**src/hdl/dlbm_pkg.sv**
```systemverilog
`default_nettype none
package dlbm_pkg;

  localparam int unsigned CfgIdxW  = 3;
  localparam int unsigned CfgDataW = 16;

  // Configuration register indexes
  localparam logic [CfgIdxW-1:0] REG_VARIANT     = 3'd0;
  localparam logic [CfgIdxW-1:0] REG_LATCH_INIT  = 3'd1;
  localparam logic [CfgIdxW-1:0] REG_WINDOW_LOW  = 3'd2;
  localparam logic [CfgIdxW-1:0] REG_WINDOW_HIGH = 3'd3;
  localparam logic [CfgIdxW-1:0] REG_BUS_CONFL   = 3'd4;
  localparam logic [CfgIdxW-1:0] REG_LARGE_PRG   = 3'd5;
  localparam logic [CfgIdxW-1:0] REG_HDR_MIRR    = 3'd6;

  localparam logic [15:0] WINDOW_LOW_RST  = 16'h8000;
  localparam logic [15:0] WINDOW_HIGH_RST = 16'hFFFF;

  localparam logic [7:0] LAST_BANK = 8'hFF;

  // Mirroring codes
  localparam logic [1:0] MIRR_HORIZ = 2'd0;
  localparam logic [1:0] MIRR_VERT  = 2'd1;

  // Board variants
  localparam logic [4:0] VAR_UNROM   = 5'd0;
  localparam logic [4:0] VAR_CNROM   = 5'd1;
  localparam logic [4:0] VAR_AXROM   = 5'd2;
  localparam logic [4:0] VAR_B8      = 5'd3;
  localparam logic [4:0] VAR_B11     = 5'd4;
  localparam logic [4:0] VAR_CPROM   = 5'd5;
  localparam logic [4:0] VAR_B36     = 5'd6;
  localparam logic [4:0] VAR_B38     = 5'd7;
  localparam logic [4:0] VAR_GXROM   = 5'd8;
  localparam logic [4:0] VAR_B70     = 5'd9;
  localparam logic [4:0] VAR_B78     = 5'd10;
  localparam logic [4:0] VAR_B86     = 5'd11;
  localparam logic [4:0] VAR_B87     = 5'd12;
  localparam logic [4:0] VAR_B89     = 5'd13;
  localparam logic [4:0] VAR_B93     = 5'd14;
  localparam logic [4:0] VAR_B94     = 5'd15;
  localparam logic [4:0] VAR_B97     = 5'd16;
  localparam logic [4:0] VAR_B101    = 5'd17;
  localparam logic [4:0] VAR_B107    = 5'd18;
  localparam logic [4:0] VAR_B113    = 5'd19;
  localparam logic [4:0] VAR_B152    = 5'd20;
  localparam logic [4:0] VAR_B180    = 5'd21;
  localparam logic [4:0] VAR_B184    = 5'd22;
  localparam logic [4:0] VAR_B203    = 5'd23;
  localparam logic [4:0] VAR_B240    = 5'd24;
  localparam logic [4:0] VAR_B241    = 5'd25;
  localparam logic [4:0] VAR_A65AS   = 5'd26;
  localparam logic [4:0] VAR_M11160  = 5'd27;

  typedef struct packed {
    logic [4:0]  variant;
    logic [7:0]  latch_init;
    logic [15:0] window_low;
    logic [15:0] window_high;
    logic        bus_conflicts;
    logic        large_prg;
    logic [1:0]  header_mirroring;
  } cfg_t;

  typedef struct packed {
    logic        mode;
    logic [15:0] address;
    logic [7:0]  data;
    logic [7:0]  rom_byte;
  } item_t;

  typedef struct packed {
    logic       prg_32k_mode;
    logic [7:0] prg_bank_first;
    logic [7:0] prg_bank_second;
    logic       chr_4k_mode;
    logic [7:0] chr_bank_first;
    logic [7:0] chr_bank_second;
    logic       work_ram_mapped;
  } bank_map_t;

  typedef struct packed {
    logic [7:0] latch_value;
    bank_map_t  bank_map;
    logic [1:0] mirroring;
    logic       write_taken;
  } result_t;

endpackage
`default_nettype wire

```
**src/hdl/dlbm_cfg_regs.sv**
```systemverilog
`default_nettype none
module dlbm_cfg_regs
  import dlbm_pkg::*;
(
  input  logic                clk_i,
  input  logic                rst_ni,
  input  logic                cfg_we_i,
  input  logic [CfgIdxW-1:0]  cfg_idx_i,
  input  logic [CfgDataW-1:0] cfg_wdata_i,
  output cfg_t                cfg_o
);

  cfg_t cfg_q, cfg_d;

  always_comb begin
    cfg_d = cfg_q;
    if (cfg_we_i) begin
      unique case (cfg_idx_i)
        REG_VARIANT:     cfg_d.variant          = cfg_wdata_i[4:0];
        REG_LATCH_INIT:  cfg_d.latch_init       = cfg_wdata_i[7:0];
        REG_WINDOW_LOW:  cfg_d.window_low       = cfg_wdata_i;
        REG_WINDOW_HIGH: cfg_d.window_high      = cfg_wdata_i;
        REG_BUS_CONFL:   cfg_d.bus_conflicts    = cfg_wdata_i[0];
        REG_LARGE_PRG:   cfg_d.large_prg        = cfg_wdata_i[0];
        REG_HDR_MIRR:    cfg_d.header_mirroring = cfg_wdata_i[1:0];
        default:         cfg_d = cfg_q;
      endcase
    end
  end

  always_ff @(posedge clk_i or negedge rst_ni) begin
    if (!rst_ni) begin
      cfg_q.variant          <= VAR_UNROM;
      cfg_q.latch_init       <= '0;
      cfg_q.window_low       <= WINDOW_LOW_RST;
      cfg_q.window_high      <= WINDOW_HIGH_RST;
      cfg_q.bus_conflicts    <= 1'b0;
      cfg_q.large_prg        <= 1'b0;
      cfg_q.header_mirroring <= MIRR_HORIZ;
    end else begin
      cfg_q <= cfg_d;
    end
  end

  assign cfg_o = cfg_q;

endmodule
`default_nettype wire

```
**src/hdl/dlbm_in_reg.sv**
```systemverilog
`default_nettype none
module dlbm_in_reg
  import dlbm_pkg::*;
(
  input  logic  clk_i,
  input  logic  rst_ni,
  input  logic  in_valid_i,
  output logic  in_ready_o,
  input  item_t item_i,
  input  logic  take_i,     // downstream consumes the held item this cycle
  output logic  valid_o,
  output item_t item_o
);

  logic  valid_q, valid_d;
  item_t item_q;
  logic  load;

  assign in_ready_o = !valid_q || take_i;
  assign load       = in_valid_i && in_ready_o;
  assign valid_d    = load || (valid_q && !take_i);

  always_ff @(posedge clk_i or negedge rst_ni) begin
    if (!rst_ni) begin
      valid_q <= 1'b0;
    end else begin
      valid_q <= valid_d;
    end
  end

  always_ff @(posedge clk_i) begin
    if (load) begin
      item_q <= item_i;
    end
  end

  assign valid_o = valid_q;
  assign item_o  = item_q;

endmodule
`default_nettype wire

```
**src/hdl/dlbm_decode.sv**
```systemverilog
`default_nettype none
module dlbm_decode
  import dlbm_pkg::*;
(
  input  logic [4:0] variant_i,
  input  logic       large_prg_i,
  input  logic [7:0] latch_i,
  input  logic       sticky_i,
  input  logic [1:0] mirr_i,
  output bank_map_t  map_o,
  output logic       sticky_o,
  output logic [1:0] mirr_o
);

  logic [7:0] L;
  logic [7:0] chr;
  logic       sticky_new;

  assign L          = latch_i;
  assign sticky_new = sticky_i | L[3];

  always_comb begin
    map_o = '0;
    map_o.prg_32k_mode = 1'b1;
    chr      = '0;
    sticky_o = sticky_i;
    mirr_o   = mirr_i;
    unique case (variant_i)
      VAR_UNROM: begin
        map_o.prg_32k_mode    = 1'b0;
        map_o.prg_bank_second = LAST_BANK;
        if (!large_prg_i) begin
          map_o.prg_bank_first = {5'd0, L[2:0]};
          sticky_o = sticky_new;
          if (sticky_new) mirr_o = {1'b0, ~L[3]};
        end else begin
          map_o.prg_bank_first = {4'd0, L[3:0]};
        end
      end
      VAR_CNROM: begin
        chr = L;
        map_o.work_ram_mapped = 1'b1;
      end
      VAR_AXROM: begin
        map_o.prg_bank_first = {4'd0, L[3:0]};
        mirr_o = {1'b1, L[4]};
      end
      VAR_B8: begin
        map_o.prg_32k_mode    = 1'b0;
        map_o.prg_bank_first  = {3'd0, L[7:3]};
        map_o.prg_bank_second = 8'd1;
        chr = {6'd0, L[1:0]};
      end
      VAR_B11: begin
        map_o.prg_bank_first = {4'd0, L[3:0]};
        chr = {4'd0, L[7:4]};
      end
      VAR_CPROM: begin
        map_o.chr_4k_mode     = 1'b1;
        map_o.chr_bank_second = {6'd0, L[1:0]};
      end
      VAR_B36, VAR_GXROM: begin
        map_o.prg_bank_first = {4'd0, L[7:4]};
        chr = {4'd0, L[3:0]};
      end
      VAR_B38: begin
        map_o.prg_bank_first = {6'd0, L[1:0]};
        chr = {2'd0, L[7:2]};
      end
      VAR_B70: begin
        map_o.prg_32k_mode    = 1'b0;
        map_o.prg_bank_first  = {4'd0, L[7:4]};
        map_o.prg_bank_second = LAST_BANK;
        chr = {4'd0, L[3:0]};
      end
      VAR_B78: begin
        map_o.prg_32k_mode    = 1'b0;
        map_o.prg_bank_first  = {5'd0, L[2:0]};
        map_o.prg_bank_second = LAST_BANK;
        chr    = {4'd0, L[7:4]};
        mirr_o = {1'b1, L[3]};
      end
      VAR_B86: begin
        map_o.prg_bank_first = {6'd0, L[5:4]};
        chr = {5'd0, L[6], L[1:0]};
      end
      VAR_B87: begin
        chr = {6'd0, L[0], L[1]};   // two CHR select bits are swapped on this board
      end
      VAR_B89: begin
        map_o.prg_32k_mode    = 1'b0;
        map_o.prg_bank_first  = {5'd0, L[6:4]};
        map_o.prg_bank_second = LAST_BANK;
        chr    = {4'd0, L[7], L[2:0]};
        mirr_o = {1'b1, L[3]};
      end
      VAR_B93: begin
        map_o.prg_32k_mode    = 1'b0;
        map_o.prg_bank_first  = {4'd0, L[7:4]};
        map_o.prg_bank_second = LAST_BANK;
      end
      VAR_B94: begin
        map_o.prg_32k_mode    = 1'b0;
        map_o.prg_bank_first  = {2'd0, L[7:2]};
        map_o.prg_bank_second = LAST_BANK;
      end
      VAR_B97: begin
        map_o.prg_32k_mode    = 1'b0;
        map_o.prg_bank_first  = LAST_BANK;
        map_o.prg_bank_second = {4'd0, L[3:0]};
        chr = {6'd0, L[0], L[1]};
        if (L[7:6] == 2'd1) begin
          mirr_o = MIRR_HORIZ;
        end else if (L[7:6] == 2'd2) begin
          mirr_o = MIRR_VERT;
        end
      end
      VAR_B101: begin
        chr = L;
      end
      VAR_B107: begin
        map_o.prg_bank_first = {6'd0, L[2:1]};
        chr = {5'd0, L[2:0]};
      end
      VAR_B113: begin
        map_o.prg_bank_first = {5'd0, L[5:3]};
        chr = {4'd0, L[6], L[2:0]};
      end
      VAR_B152: begin
        map_o.prg_32k_mode    = 1'b0;
        map_o.prg_bank_first  = {5'd0, L[6:4]};
        map_o.prg_bank_second = LAST_BANK;
        chr    = {4'd0, L[3:0]};
        mirr_o = {1'b1, L[7]};
      end
      VAR_B180: begin
        map_o.prg_32k_mode    = 1'b0;
        map_o.prg_bank_second = L;
      end
      VAR_B184: begin
        map_o.chr_4k_mode     = 1'b1;
        map_o.chr_bank_first  = L;
        map_o.chr_bank_second = {4'd0, L[7:4]};
      end
      VAR_B203: begin
        map_o.prg_32k_mode    = 1'b0;
        map_o.prg_bank_first  = {6'd0, L[3:2]};
        map_o.prg_bank_second = {6'd0, L[3:2]};
        chr = {6'd0, L[1:0]};
      end
      VAR_B240: begin
        map_o.prg_bank_first  = {4'd0, L[7:4]};
        chr = {4'd0, L[3:0]};
        map_o.work_ram_mapped = 1'b1;
      end
      VAR_B241: begin
        map_o.prg_bank_first  = L;
        map_o.work_ram_mapped = 1'b1;
      end
      VAR_A65AS: begin
        if (L[6]) begin
          map_o.prg_bank_first = {4'd0, L[4:1]};
        end else begin
          map_o.prg_32k_mode    = 1'b0;
          map_o.prg_bank_first  = {3'd0, L[5:4], L[2:0]};
          map_o.prg_bank_second = {3'd0, L[5:4], 3'b111};
        end
        if (L[7]) begin
          mirr_o = {1'b1, L[5]};
        end else begin
          mirr_o = {1'b0, ~L[3]};
        end
      end
      VAR_M11160: begin
        map_o.prg_bank_first = {5'd0, L[6:4]};
        chr    = {3'd0, L[6:4], L[1:0]};
        mirr_o = {1'b0, L[7]};
      end
      default: begin
        // unused variant codes: 32 KiB bank 0, 8 KiB pattern bank 0
        chr = '0;
      end
    endcase
    if (!map_o.chr_4k_mode) begin
      map_o.chr_bank_first  = chr;
      map_o.chr_bank_second = '0;
    end
  end

endmodule
`default_nettype wire

```
**src/hdl/discrete_latch_bank_mapper.sv**
```systemverilog
// Path: an input transfer is held in the input register, then decoded into the
// result register once that register is free or is being emptied.
// Throughput: one item per cycle while the output is not stalled; the latch update
// and decode of one item fit in the single stage between the two registers.
// Reset (rst_ni low, asynchronous): valid flags cleared, latch, sticky
// mirroring enable and mirroring cleared, config registers to their defaults.
`default_nettype none
module discrete_latch_bank_mapper
  import dlbm_pkg::*;
(
  input  logic                clk_i,
  input  logic                rst_ni,
  input  logic                cfg_we_i,
  input  logic [CfgIdxW-1:0]  cfg_idx_i,
  input  logic [CfgDataW-1:0] cfg_wdata_i,
  input  logic                in_valid_i,
  output logic                in_ready_o,
  input  logic                mode_i,
  input  logic [15:0]         address_i,
  input  logic [7:0]          data_i,
  input  logic [7:0]          rom_byte_i,
  output logic                out_valid_o,
  input  logic                out_ready_i,
  output logic [7:0]          latch_value_o,
  output logic                prg_32k_mode_o,
  output logic [7:0]          prg_bank_first_o,
  output logic [7:0]          prg_bank_second_o,
  output logic                chr_4k_mode_o,
  output logic [7:0]          chr_bank_first_o,
  output logic [7:0]          chr_bank_second_o,
  output logic [1:0]          mirroring_o,
  output logic                work_ram_mapped_o,
  output logic                write_taken_o
);

  cfg_t      cfg;
  item_t     item_in, item;
  logic      item_valid;
  logic      take, fire;
  logic      out_valid_q, out_valid_d;
  result_t   res_q, res_d;
  logic [7:0] latch_q, latch_d;
  logic       sticky_q, sticky_d;
  logic [1:0] mirr_q, mirr_d, mirr_pre;
  logic       in_window;
  bank_map_t  bank_map;

  dlbm_cfg_regs u_cfg (
    .clk_i       (clk_i),
    .rst_ni      (rst_ni),
    .cfg_we_i    (cfg_we_i),
    .cfg_idx_i   (cfg_idx_i),
    .cfg_wdata_i (cfg_wdata_i),
    .cfg_o       (cfg)
  );

  assign item_in.mode     = mode_i;
  assign item_in.address  = address_i;
  assign item_in.data     = data_i;
  assign item_in.rom_byte = rom_byte_i;

  // the result register is free, or is being emptied this cycle
  assign take = !out_valid_q || out_ready_i;
  assign fire = item_valid && take;

  dlbm_in_reg u_in (
    .clk_i      (clk_i),
    .rst_ni     (rst_ni),
    .in_valid_i (in_valid_i),
    .in_ready_o (in_ready_o),
    .item_i     (item_in),
    .take_i     (take),
    .valid_o    (item_valid),
    .item_o     (item)
  );

  assign in_window = (item.address >= cfg.window_low) && (item.address <= cfg.window_high);

  always_comb begin
    latch_d  = latch_q;
    mirr_pre = mirr_q;
    if (item.mode) begin
      latch_d  = cfg.latch_init;
      mirr_pre = cfg.header_mirroring;
    end else if (in_window) begin
      latch_d = cfg.bus_conflicts ? (item.data & item.rom_byte) : item.data;
    end
  end

  dlbm_decode u_dec (
    .variant_i   (cfg.variant),
    .large_prg_i (cfg.large_prg),
    .latch_i     (latch_d),
    .sticky_i    (sticky_q),
    .mirr_i      (mirr_pre),
    .map_o       (bank_map),
    .sticky_o    (sticky_d),
    .mirr_o      (mirr_d)
  );

  assign res_d.latch_value = latch_d;
  assign res_d.bank_map    = bank_map;
  assign res_d.mirroring   = mirr_d;
  assign res_d.write_taken = item.mode || in_window;

  assign out_valid_d = fire || (out_valid_q && !out_ready_i);

  always_ff @(posedge clk_i or negedge rst_ni) begin
    if (!rst_ni) begin
      out_valid_q <= 1'b0;
      latch_q     <= '0;
      sticky_q    <= 1'b0;
      mirr_q      <= MIRR_HORIZ;
    end else begin
      out_valid_q <= out_valid_d;
      if (fire) begin
        latch_q  <= latch_d;
        sticky_q <= sticky_d;
        mirr_q   <= mirr_d;
      end
    end
  end

  always_ff @(posedge clk_i) begin
    if (fire) begin
      res_q <= res_d;
    end
  end

  assign out_valid_o       = out_valid_q;
  assign latch_value_o     = res_q.latch_value;
  assign prg_32k_mode_o    = res_q.bank_map.prg_32k_mode;
  assign prg_bank_first_o  = res_q.bank_map.prg_bank_first;
  assign prg_bank_second_o = res_q.bank_map.prg_bank_second;
  assign chr_4k_mode_o     = res_q.bank_map.chr_4k_mode;
  assign chr_bank_first_o  = res_q.bank_map.chr_bank_first;
  assign chr_bank_second_o = res_q.bank_map.chr_bank_second;
  assign mirroring_o       = res_q.mirroring;
  assign work_ram_mapped_o = res_q.bank_map.work_ram_mapped;
  assign write_taken_o     = res_q.write_taken;

endmodule
`default_nettype wire

```
**config.mk**
```make
export PLATFORM = sky130hd
export DESIGN_NAME = discrete_latch_bank_mapper
export DESIGN_NICKNAME = d
export VERILOG_FILES = /design/src/hdl/dlbm_pkg.sv /design/src/hdl/dlbm_cfg_regs.sv /design/src/hdl/dlbm_in_reg.sv /design/src/hdl/dlbm_decode.sv /design/src/hdl/discrete_latch_bank_mapper.sv
export SDC_FILE = /design/constraint.sdc
export NUM_CORES = 1
export LEC_CHECK = 0
export ABC_AREA = 1
export BUFFER_PORTS_ARGS = -buffer_cell sky130_fd_sc_hd__buf_2
export CAP_MARGIN = 20
export CORE_MARGIN = 2
export CORE_UTILIZATION = 57
export DETAILED_ROUTE_END_ITERATION = 10
export PLACE_DENSITY = 0.9
export SETUP_SLACK_MARGIN = 0.4
export SLEW_MARGIN = 20
export SYNTH_ARGS = -nofsm -noshare
export SYNTH_HDL_FRONTEND = slang
export SYNTH_SLANG_ARGS = --single-unit
export TNS_END_PERCENT = 1
```
**constraint.sdc**
```tcl
create_clock -name clk_i -period 2.6 [get_ports clk_i]
set_input_delay 0.39 -clock clk_i [delete_from_list [all_inputs] [get_ports clk_i]]
set_output_delay 0.39 -clock clk_i [all_outputs]
set_load 0.03 [all_outputs]
```
==> impl_metrics.tcl <==
set metrics [dict create \
    post_synth.cell_area_avg_um2 9.425 \
    violations "setup timing" \
    r2r_slack_ns -0.1 \
    synth_commonest_cells "161 x nand2_1, 113 x inv_1, 77 x o21ai_0" \
    crit_fanout 7 \
    relSlewSlack 0.6190 \
    finalHoldViolCount 0 \
    switchingPower_mw 2.544 \
    cts_buffers 17 \
    antenna_left 0 \
    synth_cell_type_count 47 \
    power.total_mw 7.602 \
    cpMaxStageDelayCell "edfxtp_1" \
    routedWlPerCell_um 17.21 \
    synth_area_um2 6937 \
    ys.flop_type "edfxtp_1" \
    combPwrFrac 0.301 \
    initial_core_util 0.5799 \
    async_flop_share 0.4526 \
    crit_chain "ha_1, nand2_1, nand2_1, nand2_1, nand2_1, nor2_1, nand2_1, nand3_2, nand2_4, nand2_8, nand2_4, o211ai_4, inv_1, o22ai_1, a21oi_2, nand2_1" \
    final_max_slew_viol_count 0 \
    post_dp_cell_area_um2 7714 \
    final_area_um2 8706 \
    critPathRequiredTime_ns 2.89 \
    grt_pass1_vias 5624 \
    antenna_found_initial 0 \
    die_h_um 114.3 \
    place.gp.congestion 0.9592 \
    power.leakage_nw 4.006 \
    n_antenna_cell 0 \
    core.rowCount 40 \
    finalCritPeriodShare 1.038 \
    rr_worst_depth 16 \
    clock_path_buffers 2 \
    pin_count 105 \
    netlist_instances 736 \
    grt_first_pass_wirelength_mm 28.17 \
    clock_skew_ns 0.01373 \
    hold_path_class "input port to flip-flop" \
    tightest_slew_ns 0.5715 \
    max_freq_ghz 0.3705 \
    wl_mm 17.86 \
    numClockSinks 137 \
    r2r-end "chr_bank_first_o[0]" \
    clock_power_share 0.314 \
    holdWs_ns 0.1354 \
    ir_drop_mv 0.5199 \
    die_x_um 114.3 \
    synth-seq-cells 137 \
    max-cap-violations 0 \
    clk_pin_slew_ns 0.06 \
    cts_tree "built" \
    intPower_mw 5.058 \
    drc 0 \
    cp-end-kind "flip-flop" \
    synth_top_area_share 0.3247 \
    yosysWarnings 0 \
    htreeDepth 4 \
    vias_per_cell 5.563 \
    grt_overflow_total 0 \
    drt_iter0_markers 616 \
    power_density_nw_per_um2 873.2 \
    area_delta_synth_final_pct 25.51 \
    place_ws_ns -0.1157 \
    dpl.hpwl_mm 12.02 \
    slowest_delay_ns 0.44 \
    grt_max_degree 39 \
    nets 967 \
    fin_util 0.7278 \
    rsz0062_at_grt "true" \
    synthTopCellsByArea "edfxtp_1 32%, dfrtp_1 16%, nand2_1 8.7%" \
    core-area_um2 11960 \
    swShare 0.3347 \
    clock_latency_ns 0.43 \
    holdPathStages 1 \
    vias 5774 \
    synth_edf_count 75 \
    finalSetupViolCount 10 \
    crit_type "flip-flop to flip-flop" \
    yosys.area.top_type "edfxtp_1" \
    status "complete, but fails checks" \
    worst_setup_path_start_kind "flip-flop" \
    worst-path-buf-inv 1 \
    port_buffers 100 \
    timing.rr.start "u_in.item_o[21]" \
    synth.most_common_cell "nand2_1" \
    cp_common_cell "nand2_1" \
    setup_ws_ns -0.09939 \
    critPathTopFamily "simple AND/OR/NAND/NOR gates" \
    worstHoldStart "address_i[9]" \
    dieArea_um2 13070 \
    arrival_ns 2.99 \
    grtUsageTotal 0.2866 \
    pwr-share-seq 0.385 \
    ys_seq_area_frac 0.5514 \
    drive_gt1_frac 0.3120 \
    firstDrtPassIters 8 \
    ctsRootBufferMaster "clkbuf_16" \
    holdPathEnd "u_in.item_o[25]" \
    finalCriticalPeriod_ns 2.699 \
]
[worst max path at each step]
| stage | startpoint | slack (ns) | cells after the start | end |
|---|---|---|---|---|
| 3_5_place_dp | u_cfg.cfg_o[19] | -0.12 | 16 | mirroring_o[1] |
| 2_1_floorplan | u_cfg.cfg_o[15] | 0.19 | 17 | prg_bank_first_o[0] |
| 3_3_place_gp | u_cfg.cfg_o[17] | -0.03 | 16 | mirroring_o[1] |
| 5_1_grt | u_in.item_o[21] | -0.21 | 20 | mirr_q[1] |
| 6_report | u_in.item_o[21] | -0.1 | 16 | chr_bank_first_o[0] |
| 4_1_cts | u_in.item_o[17] | 0.0004 | 21 | prg_bank_first_o[0] |
[cells by family after synthesis]
family / count (synthesis) / synth area share
AO/OA/AOI/OAI: 132 / 0.1122
flip-flops: 137 / 0.5514
other: 1 / 0.0005406
adder cells (fa/ha/maj): 32 / 0.05772
buffers and inverters: 140 / 0.08207
AND/OR/NAND/NOR: 294 / 0.1961
[worst register-to-register path: stages (launching register included)]
cell,delay (ns)
edfxtp_1,0.44
ha_1,0.34
nand2_1,0.09
nand2_1,0.05
nand2_1,0.09
nand2_1,0.06
nor2_1,0.09
nand2_1,0.08
nand3_2,0.11
nand2_4,0.11
nand2_8,0.13
nand2_4,0.08
o211ai_4,0.33
inv_1,0.14
o22ai_1,0.27
a21oi_2,0.06
nand2_1,0.09
[layout by cell type, fill, tap and decap left out, drive strengths merged, types with 4 or more instances in the layout]
| master | Yosys | routed |
|---|---|---|
| nand2 | 176 | 176 |
| buf | 10 | 137 |
| inv | 122 | 121 |
| o21ai | 79 | 79 |
| edfxtp | 75 | 75 |
| nor2 | 75 | 75 |
| dfrtp | 45 | 45 |
| ha | 32 | 32 |
| nand3 | 28 | 28 |
| clkbuf | 8 | 24 |
| a21oi | 20 | 20 |
| dfstp | 17 | 17 |
| o22ai | 7 | 7 |
| nand4 | 7 | 7 |
| clkinv | 0 | 7 |
| o2111ai | 6 | 6 |
| o211ai | 5 | 5 |
| conb | 1 | 4 |
| nor3 | 4 | 4 |
[power by group through the flow]
stage          registers [mW]  logic, mW  clock network, mW
4_1_cts                  2.92       2.14               2.39
3_3_place_gp             2.94       1.91                  0
6_report                 2.93       2.29               2.39
2_1_floorplan            3.14       1.16                  0
3_5_place_dp             2.95       1.97                  0
5_1_grt                  2.96       2.50               2.49
[registers in the layout, indices dropped and copies added, names as in the netlist, 2 cells and up]
name and flops:
u_cfg.cfg_o 49, u_in.item_o 33, chr_bank_first_o 8, latch_q 8, latch_value_o 8, prg_bank_first_o 8, prg_bank_second_o 8, chr_bank_second_o 4
mirr_q 2, mirroring_o 2
[cell type report]
cell class	instances	area [µm²]
tap	147	183.9
clock inverter	8	91.34
multi-input combinational	462	2838
sequential	137	3825
clock buffer	24	493.0
fill	794	3256
timing repair buffer	138	812.0
inverter	122	462.9
[routing by layer]
layer  vias up  global-route usage  part of all wire
li1       2708                   -                 -
met1      2700              0.3448              0.39
met2       289              0.4901              0.50
met3        77             0.06406             0.068
met4         0              0.1374             0.039
met5         -                   0                 0
[timing repair]
item	in CTS	in global routing
setup buffers	6	7
hold endpoints to repair	14	0
hold buffers	1	0
endpoints found under the setup margin	46	51
pin swaps	30	19
gates resized for setup	39	23
[per-stage QoR]
step	setup TNS, ns	instances
floorplan	0	739
global placement	-0.07986	992
detailed placement	-0.4995	992
CTS	0	1031
global route	-2.173	1038
finish	-0.4627	1038
(Power assumes the default switching activity.)
